$ cat src/hw/rtl/sfrc_pkg.sv
package sfrc_pkg;

	localparam int MAX_FRAME    = 32;
	localparam int BYTE_W       = 8;
	localparam int POS_W        = 5;
	localparam int CNT_W        = 9;
	localparam int HEADER_BYTES = 5;

	localparam logic [BYTE_W-1:0] SUM_BASE    = 8'hFC;
	localparam logic [BYTE_W-1:0] LINK_TYPE   = 8'h7A;
	localparam logic [BYTE_W-1:0] START_RESET = 8'hFC;

	typedef enum logic [1:0] {
		PH_HUNT = 2'd0,
		PH_HEAD = 2'd1,
		PH_BODY = 2'd2
	} phase_t;

	typedef struct packed {
		logic [BYTE_W-1:0] byte_out;
		logic [POS_W-1:0]  position;
		logic              in_frame;
		logic              frame_end;
		logic              frame_good;
		logic              frame_bad;
		logic              connected;
	} res_t;

endpackage

$ cat src/hw/rtl/sfrc_in_stage.sv
module sfrc_in_stage (
	input  logic                        clk,
	input  logic                        arst_n,
	input  logic                        in_valid,
	input  logic [sfrc_pkg::BYTE_W-1:0] rx_byte,
	input  logic                        adv,
	output logic                        in_stall,
	output logic                        take,
	output logic [sfrc_pkg::BYTE_W-1:0] byte_s1
);

	logic valid_s1;
	logic load;

	assign take     = valid_s1 & adv;
	assign in_stall = valid_s1 & ~adv;
	assign load     = in_valid & ~in_stall;

	always_ff @(posedge clk or negedge arst_n) begin
		if (!arst_n) begin
			valid_s1 <= 1'b0;
		end else begin
			valid_s1 <= load | (valid_s1 & ~take);
		end
	end

	always_ff @(posedge clk) begin
		if (load) begin
			byte_s1 <= rx_byte;
		end
	end

endmodule

$ cat src/hw/rtl/sfrc_parser.sv
module sfrc_parser (
	input  logic                        clk,
	input  logic                        arst_n,
	input  logic                        take,
	input  logic [sfrc_pkg::BYTE_W-1:0] rx_byte,
	input  logic [sfrc_pkg::BYTE_W-1:0] start_byte,
	output sfrc_pkg::res_t              res
);

	sfrc_pkg::phase_t              phase_q, phase_d;
	logic [sfrc_pkg::CNT_W-1:0]    count_q, count_d;
	logic [sfrc_pkg::CNT_W-1:0]    len_q, len_d;
	logic [sfrc_pkg::BYTE_W-1:0]   sum_q, sum_d;
	logic [sfrc_pkg::BYTE_W-1:0]   type_q, type_d;
	logic                          link_q, link_d;

	logic [sfrc_pkg::CNT_W-1:0]    hdr_len;
	logic                          too_long;
	logic                          last_hdr;
	logic                          at_csum;
	logic                          csum_ok;

	assign hdr_len  = {1'b0, rx_byte} + sfrc_pkg::CNT_W'(sfrc_pkg::HEADER_BYTES);
	assign too_long = ({1'b0, hdr_len} + 10'd1) > 10'(sfrc_pkg::MAX_FRAME);
	assign last_hdr = count_q == sfrc_pkg::CNT_W'(sfrc_pkg::HEADER_BYTES - 1);
	assign at_csum  = count_q >= len_q;
	assign csum_ok  = rx_byte == (sfrc_pkg::SUM_BASE - sum_q);

	// next state
	always_comb begin
		phase_d = phase_q;
		count_d = count_q;
		len_d   = len_q;
		sum_d   = sum_q;
		type_d  = type_q;
		link_d  = link_q;
		case (phase_q)
			sfrc_pkg::PH_HEAD: begin
				sum_d = sum_q + rx_byte;
				if (count_q == sfrc_pkg::CNT_W'(1)) begin
					type_d = rx_byte;
				end
				if (last_hdr) begin
					len_d = hdr_len;
					if (too_long) begin
						phase_d = sfrc_pkg::PH_HUNT;
						count_d = '0;
					end else begin
						phase_d = sfrc_pkg::PH_BODY;
						count_d = sfrc_pkg::CNT_W'(sfrc_pkg::HEADER_BYTES);
					end
				end else begin
					count_d = count_q + 1'b1;
				end
			end
			sfrc_pkg::PH_BODY: begin
				if (at_csum) begin
					if (csum_ok && type_q == sfrc_pkg::LINK_TYPE) begin
						link_d = 1'b1;
					end
					phase_d = sfrc_pkg::PH_HUNT;
					count_d = '0;
				end else begin
					sum_d   = sum_q + rx_byte;
					count_d = count_q + 1'b1;
				end
			end
			default: begin
				phase_d = sfrc_pkg::PH_HUNT;
				if (rx_byte == start_byte) begin
					phase_d = sfrc_pkg::PH_HEAD;
					count_d = sfrc_pkg::CNT_W'(1);
					sum_d   = rx_byte;
					type_d  = '0;
					len_d   = '0;
				end
			end
		endcase
	end

	// outputs
	always_comb begin
		res            = '0;
		res.byte_out   = rx_byte;
		res.connected  = link_d;
		case (phase_q)
			sfrc_pkg::PH_HEAD: begin
				res.position = count_q[sfrc_pkg::POS_W-1:0];
				res.in_frame = 1'b1;
				if (last_hdr && too_long) begin
					res.frame_end = 1'b1;
					res.frame_bad = 1'b1;
				end
			end
			sfrc_pkg::PH_BODY: begin
				res.position = count_q[sfrc_pkg::POS_W-1:0];
				res.in_frame = 1'b1;
				if (at_csum) begin
					res.frame_end  = 1'b1;
					res.frame_good = csum_ok;
					res.frame_bad  = ~csum_ok;
				end
			end
			default: begin
				res.in_frame = rx_byte == start_byte;
			end
		endcase
	end

	always_ff @(posedge clk or negedge arst_n) begin
		if (!arst_n) begin
			phase_q <= sfrc_pkg::PH_HUNT;
			count_q <= '0;
			len_q   <= '0;
			sum_q   <= '0;
			type_q  <= '0;
			link_q  <= 1'b0;
		end else if (take) begin
			phase_q <= phase_d;
			count_q <= count_d;
			len_q   <= len_d;
			sum_q   <= sum_d;
			type_q  <= type_d;
			link_q  <= link_d;
		end
	end

endmodule

$ cat src/hw/rtl/sfrc_out_stage.sv
module sfrc_out_stage (
	input  logic           clk,
	input  logic           arst_n,
	input  logic           take,
	input  sfrc_pkg::res_t res,
	input  logic           out_stall,
	output logic           adv,
	output logic           out_valid,
	output sfrc_pkg::res_t res_s2
);

	logic valid_s2;

	assign adv       = ~valid_s2 | ~out_stall;
	assign out_valid = valid_s2;

	always_ff @(posedge clk or negedge arst_n) begin
		if (!arst_n) begin
			valid_s2 <= 1'b0;
		end else if (adv) begin
			valid_s2 <= take;
		end
	end

	always_ff @(posedge clk) begin
		if (take) begin
			res_s2 <= res;
		end
	end

endmodule

$ cat src/hw/rtl/serial_frame_receiver_checksum.sv
// Path: an accepted request enters the input register, then the frame state
// update and the result register, which drives the result handshake.
// Throughput: 1 request per cycle unless out_stall holds the pipeline;
// the frame state updates once per byte.
// Reset: arst_n asynchronous, active low; clears the pipeline valids, returns
// the parser to hunting, clears the sticky link flag, start_byte goes to 0xFC.
module serial_frame_receiver_checksum (
	input  logic                                clk,
	input  logic                                arst_n,
	input  logic                                cfg_wr_en,
	input  logic [sfrc_pkg::BYTE_W-1:0]         cfg_wr_data,
	input  logic                                in_valid,
	output logic                                in_stall,
	input  logic [sfrc_pkg::BYTE_W-1:0]         rx_byte,
	output logic                                out_valid,
	input  logic                                out_stall,
	output logic [sfrc_pkg::BYTE_W-1:0]         byte_out,
	output logic [sfrc_pkg::POS_W-1:0]          position,
	output logic                                in_frame,
	output logic                                frame_end,
	output logic                                frame_good,
	output logic                                frame_bad,
	output logic                                connected
);

	logic [sfrc_pkg::BYTE_W-1:0] start_byte_q;
	logic [sfrc_pkg::BYTE_W-1:0] byte_s1;
	logic                        adv;
	logic                        take;
	sfrc_pkg::res_t              res;
	sfrc_pkg::res_t              res_s2;

	always_ff @(posedge clk or negedge arst_n) begin
		if (!arst_n) begin
			start_byte_q <= sfrc_pkg::START_RESET;
		end else if (cfg_wr_en) begin
			start_byte_q <= cfg_wr_data;
		end
	end

	sfrc_in_stage u_in (
		.clk      (clk),
		.arst_n   (arst_n),
		.in_valid (in_valid),
		.rx_byte  (rx_byte),
		.adv      (adv),
		.in_stall (in_stall),
		.take     (take),
		.byte_s1  (byte_s1)
	);

	sfrc_parser u_parser (
		.clk        (clk),
		.arst_n     (arst_n),
		.take       (take),
		.rx_byte    (byte_s1),
		.start_byte (start_byte_q),
		.res        (res)
	);

	sfrc_out_stage u_out (
		.clk       (clk),
		.arst_n    (arst_n),
		.take      (take),
		.res       (res),
		.out_stall (out_stall),
		.adv       (adv),
		.out_valid (out_valid),
		.res_s2    (res_s2)
	);

	assign byte_out   = res_s2.byte_out;
	assign position   = res_s2.position;
	assign in_frame   = res_s2.in_frame;
	assign frame_end  = res_s2.frame_end;
	assign frame_good = res_s2.frame_good;
	assign frame_bad  = res_s2.frame_bad;
	assign connected  = res_s2.connected;

`ifndef SYNTHESIS
	a_good_bad_excl: assert property (@(posedge clk) disable iff (!arst_n)
		out_valid |-> !(frame_good && frame_bad))
		else $error("frame_good and frame_bad both set");

	a_verdict_at_end: assert property (@(posedge clk) disable iff (!arst_n)
		(out_valid && (frame_good || frame_bad)) |-> frame_end)
		else $error("verdict without frame_end");

	a_end_in_frame: assert property (@(posedge clk) disable iff (!arst_n)
		(out_valid && frame_end) |-> in_frame)
		else $error("frame_end outside a frame");

	a_hunt_pos_zero: assert property (@(posedge clk) disable iff (!arst_n)
		(out_valid && !in_frame) |-> (position == '0))
		else $error("nonzero position while hunting");
`endif

endmodule

$ cat config.mk
export PLATFORM = sky130hd
export DESIGN_NAME = serial_frame_receiver_checksum
export DESIGN_NICKNAME = d
export VERILOG_FILES = /design/src/hw/rtl/sfrc_pkg.sv /design/src/hw/rtl/sfrc_in_stage.sv /design/src/hw/rtl/sfrc_parser.sv /design/src/hw/rtl/sfrc_out_stage.sv /design/src/hw/rtl/serial_frame_receiver_checksum.sv
export SDC_FILE = /design/constraint.sdc
export NUM_CORES = 1
export LEC_CHECK = 0
export BUFFER_PORTS_ARGS = -buffer_cell sky130_fd_sc_hd__buf_4
export CORE_ASPECT_RATIO = 1.25
export CORE_UTILIZATION = 56
export CTS_BUF_LIST = sky130_fd_sc_hd__clkbuf_8
export DETAILED_ROUTE_END_ITERATION = 10
export GPL_ROUTABILITY_DRIVEN = 0
export PLACE_DENSITY = 0.79
export SETUP_SLACK_MARGIN = 0.4
export SKIP_LAST_GASP = 1
export SYNTH_ARGS = -nofsm -noshare
export SYNTH_HDL_FRONTEND = slang
export SYNTH_SLANG_ARGS = --single-unit
$ cat constraint.sdc
create_clock -name clk -period 2.21 [get_ports clk]
set_input_delay 0.442 -clock clk [delete_from_list [all_inputs] [get_ports clk]]
set_output_delay 0.442 -clock clk [all_outputs]
set_load 0.005 [all_outputs]
After elaboration in Yosys (flattened, before gate mapping)
Index checks and enable logic that the tools add are counted.

cells by class
  mux-type cells = 26
  equal/unequal tests = 11
  order comparisons = 2
  add/subtract/negate cells = 5
  bitwise gates (word level) = 13
  reductions and logical operators = 11

operators with widths
  kind                  number
  $mux 9                5
  $pmux 9 s2            2
  $mux 8                4
  $pmux 8 s2            2
  $eq 8x8->1            2
  $add 9x1->10 const B  1
  $gt 10x6->1 const B   1
  $add 8x3->9 const B   1
  $add 9x1->9 const B   1
  $eq 9x1->1 const B    1
  $eq 9x3->1 const B    1
  $ge 9x9->1            1
  $add 8x8->8           1
  $eq 8x7->1 const B    1
  $reduce_and 4->1      2
  $sub 8x8->8 const A   1
  $not 1->1             7
  $mux 2                3
  $mux 3                2
  $ne 2x1->1 const B    3
  $reduce_and 3->1      2
  $mux 1                5
  $and 1x1->1           4
  $pmux 1 s2            2
  other kinds (10)      13

storage, ports and cells
  logic and storage cells = 85
  output and inout port bits = 20
  bits in registers = 73

Longest topological paths before layout
  depth after elaboration = 7
  mapped depth = 9

Hierarchy
Synthesis repeated with hierarchy kept, for this count alone.

second synthesis, totals
  cell total of the unflattened synthesis = 441
  area, all modules = 4,585.6 um^2

by module, submodules not included
  module                          times used  area an instance (um^2)  seq. area each (um^2)  cells an instance
  sfrc_parser                     1           3,365.7                  925.9                  389
  sfrc_out_stage                  1           576.8                    565.5                  21
  serial_frame_receiver_checksum  1           339.1                    207.7                  17
  sfrc_in_stage                   1           304.0                    265.3                  14

Worst setup path before layout
No wires, ideal clock.

  path type = reg-to-reg
  from = register u_parser.count_q[7] (netlist bit)
  to = register u_parser.sum_q[7] (netlist bit)
  cell stages (with the launch flop) = 9
  setup time = 0.140 ns
  path slack = -0.106 ns
  period minus slack after synthesis = 2.316 ns
  arrival time = 2.175 ns
  buffers on the path = 1
  cells stage by stage = dfrtp_1 ha_1 a211oi_1 nand2_1 a211oi_1 o211ai_1 clkbuf_1 a221oi_1 o211ai_1

on the way
  longest elaborated chain between the ends = 3

ends and longest elaborated chain
  what                        line                text
  from (decl)                 sfrc_parser.sv:11   logic [sfrc_pkg::CNT_W-1:0] count_q, count_d;
  from (signal assigned)      sfrc_parser.sv:120  count_q <= count_d;
  $ge 9x9->1                  sfrc_parser.sv:26   assign at_csum = count_q >= len_q;
  $ne 2x2->1 (no line)        -
  $reduce_and 3->1 (no line)  -
  to (signal assigned)        sfrc_parser.sv:122  sum_q <= sum_d;
  to (decl)                   sfrc_parser.sv:13   logic [sfrc_pkg::BYTE_W-1:0] sum_q, sum_d;

Every way passes these cells.
A chain may end at the register's enable or synchronous reset.

Worst setup path after layout
  from = register u_in.byte_s1[1] (netlist bit)
  to = register u_parser.phase_q[1]

on the way
  longest elaborated chain between the ends = 6

ends and longest elaborated chain
  what                    line                 text
  from (decl)             sfrc_in_stage.sv:9   output logic [sfrc_pkg::BYTE_W-1:0] byte_s1
  from (signal assigned)  sfrc_in_stage.sv:29  byte_s1 <= rx_byte;
  $add 8x3->9             sfrc_parser.sv:23    assign hdr_len = {1'b0, rx_byte} + sfrc_pkg::CNT_W'(sfrc_pkg::HEADER_BYTES);
  $add 9x1->10            sfrc_parser.sv:24    assign too_long = ({1'b0, hdr_len} + 10'd1) > 10'(sfrc_pkg::MAX_FRAME);
  $gt 10x6->1             sfrc_parser.sv:24
  $mux 2                  sfrc_parser.sv:45    if (too_long) begin
  $mux 2                  sfrc_parser.sv:43    if (last_hdr) begin
  $pmux 2 s2              sfrc_parser.sv:37    case (phase_q)
  to (signal assigned)    sfrc_parser.sv:112   phase_q <= sfrc_pkg::PH_HUNT;
  to (signal assigned)    sfrc_parser.sv:119   phase_q <= phase_d;
  to (decl)               sfrc_parser.sv:10    sfrc_pkg::phase_t phase_q, phase_d;

Every way passes these cells. The select of a mux whose other input is x is not followed.

==> impl_metrics.py <==
metrics = {
    "power": {
        "total_power_mw": 4.971,
        "p_leak_nw": 2.523,
        "p_per_area_nw_per_um2": 838.3,
        "ir_drop_mv": 0.7896,
    },
    "grt": {
        "grt_pass1_vias": 3873,
        "antenna_found_initial": 0,
        "grt_pass1_wl_mm": 18.46,
        "track_usage_pct": 30.79,
        "grt_overflow": 0,
        "grt_max_degree": 48,
    },
    "timing": {
        "finalMaxSlewViolations": 0,
        "slew_headroom_pct": 57.34,
        "layout_min_cycle_time_ps": 2351,
        "period_share_pct": 106.4,
        "tightest_slew_ps": 640.0,
        "final.setup_skew_ps": 7.623,
        "tns_ps": -980.9,
        "fin_ws_ps": -140.7,
        "max_freq_mhz": 425.4,
        "setup_viol": 23,
        "hold_viol": 0,
        "rsz0062_at_grt": "yes",
    },
    "synthesis": {
        "synth_fp_nets": 471,
        "syn_inst": 424,
        "async_flop_share_pct": 64.38,
        "netlist_area_um2": 4333,
        "dominantRegCellSynth": "dfrtp_1",
        "ys_seq_area_share_pct": 45.34,
        "ys_warn_count": 0,
        "synth_cell_types": 65,
        "synth_edf_count": 26,
        "synth_seq_cells": 73,
        "syn_area_per_cell_um2": 10.22,
    },
    "setup_path": {
        "arrival_ps": 2630,
        "critPathBufInv": 2,
        "cpPeakStageDelay_ps": 520,
        "critPathMostFrequentCell": "buf_4",
        "cp_max_fo": 6,
        "required_ps": 2490,
        "crit_chain": "buf_4 > ha_4 > buf_4 > nor3b_1 > o211ai_1 > nor2_1 > a311oi_4 > or4b_1 > mux2i_1",
        "cpLargestDelayFamily": "simple AND/OR/NAND/NOR gates",
        "slowest_stage": "or4b_1",
        "worst-setup-path-type": "register to register",
        "start_kind": "register",
        "worst_setup_path_end_kind": "register",
    },
    "detailed_routing": {
        "vias_per_cell": 6.061,
        "dr.pass1.iters": 4,
        "drc": 0,
        "wirelength_mm": 12.15,
        "drtIter0Drc": 240,
        "dr_total_vias": 3849,
        "wire_per_inst_um": 19.14,
        "ant_nets": 0,
    },
    "layout": {
        "final_common_cell": "buf_4",
        "drive_above_1_share_pct": 43.28,
        "antenna_cells": 0,
        "final_cell_mix": "buf_4, dfrtp_1, edfxtp_1",
        "final_cell_area_um2": 5929,
        "syn_to_final_growth_pct": 36.85,
        "fin_nets": 585,
        "utilization_pct": 79.65,
    },
    "floorplan": {
        "dieArea_um2": 8095,
        "io_pins": 41,
        "die_y_um": 100.3,
        "start_util_pct": 58.20,
        "die-width_um": 80.68,
        "core_area_um2": 7445,
        "rows": 35,
    },
    "clocking": {
        "cts_max_level": 3,
        "cts_buffers": 9,
        "cts.clk_slew.worst_paths_ps": 80,
        "clock_path_buffers": 2,
        "clock_sinks": 73,
        "cts_tree": "done",
        "ctsHoldBuffers": 0,
        "root_buffer": "clkbuf_8",
        "clk_latency_ps": 360,
    },
    "job": {
        "cap_violations": 0,
    },
    "status": {
        "violations": "negative setup slack",
        "status": "complete, but fails checks",
    },
    "placement": {
        "place_ws_ps": -138.4,
        "placed_area_um2": 5125,
        "io_buffers": 40,
        "hpwl_mm": 7.507,
    },
    "worst_hold_path": {
        "holdCritPathClass": "input pin to async pin",
    },
}
power breakdown:
group	leakage [nW]	internal (mW)	switching (mW)
registers	0.798	1.68	0.230
clock network	0.0926	0.389	0.507
logic	1.63	1.05	1.11
total	2.52	3.13	1.84
state kept, by name (all words and copies together) (netlist names):
| name | cells |
|---|---|
| start_byte_q | 8 |
| u_parser.type_q | 8 |
| u_parser.len_q | 9 |
| u_parser.phase_q | 2 |
| u_out.out_valid | 1 |
| u_parser.sum_q | 8 |
| u_in.valid_s1 | 1 |
| u_in.byte_s1 | 8 |
| u_parser.count_q | 9 |
| u_parser.link_q | 1 |
| u_out.res_s2 | 18 |
what timing repair did:
item | 4_1_cts | 5_1_grt
endpoints found under the hold margin | 0 | 0
cloned | 1 | 1
pin swaps | 24 | 21
gates resized for setup | 59 | 35
setup endpoints to repair | 41 | 41
buffers inserted | 23 | 7
stage by stage:
stage	std cells	hold slack (ps)
finish	635	107.3
global route	635	144.2
CTS	627	119.1
detailed placement	587	453.1
global placement	587	447.5
floorplan	424	146.4
worst register-to-register path: stages (launching register included):
cell and delay [ps]:
edfxtp_1 450, buf_4 180, ha_4 180, buf_4 160
nor3b_1 220, o211ai_1 160, nor2_1 210, a311oi_4 80
or4b_1 520, mux2i_1 130
area by class of cell:
type                            instances  area [µm²]
Inverter                               28       105.1
Fill cell                             415        1515
Tap cell                               92       115.1
Clock buffer                            9       123.9
Multi-Input combinational cell        300        2586
Clock inverter                          7       33.78
Timing Repair Buffer                  126       998.5
Sequential cell                        73        1967
layer usage:
metal  GRT usage [%]  vias up  share of wire, %
met2           53.00      136                52
li1                -     1769                 -
met1           34.44     1894                39
met3           6.727       50               4.4
met5               0        -                 0
met4           18.27        0               4.7
worst paths after layout:
kind	start	endpoint	slack [ps]	cells past startpoint
max in group asynchronous	arst_n	u_parser.count_q[7]	1650	1
max reg2reg	u_in.byte_s1[1]	u_parser.phase_q[1]	-140	9
max	u_in.byte_s1[1]	u_parser.phase_q[1]	-140	9
min	arst_n	u_parser.len_q[3]	110	1
min reg2reg	u_parser.link_q	u_parser.link_q	480	1
min in group clk	rx_byte[0]	u_in.byte_s1[0]	250	1
synth_stat cells (4+ instances only):
library cell	instances	area share, %
a211oi_1	5	0.87
a21oi_1	16	1.8
a31oi_1	6	0.87
clkbuf_1	19	1.6
dfrtp_1	41	24
dfstp_2	6	3.6
edfxtp_1	26	18
ha_1	25	7.2
inv_1	28	2.4
mux2_2	10	2.6
nand2_1	18	1.6
nand2b_1	6	0.87
nand3_1	20	2.3
nand3b_1	5	0.87
nand4_1	7	1.0
nor2_1	20	1.7
nor2b_1	11	1.6
nor3_1	6	0.69
nor3b_1	5	0.87
o211ai_1	4	0.69
o21ai_0	17	2.0
o21ai_1	23	2.7
xnor2_1	24	4.9
xor2_1	6	1.2
cell families after synthesis:
logic type	count (synthesis)	share of synthesized area, %
flip-flops	73	45.34
XOR/XNOR	30	6.064
AND/OR/NAND/NOR	124	16.37
buffers and inverters	52	4.851
AO/OA/AOI/OAI	103	15.62
adder cells (fa/ha/maj)	26	7.681
multiplexers	16	4.072
No activity file was read; power rests on OpenSTA's default activity.
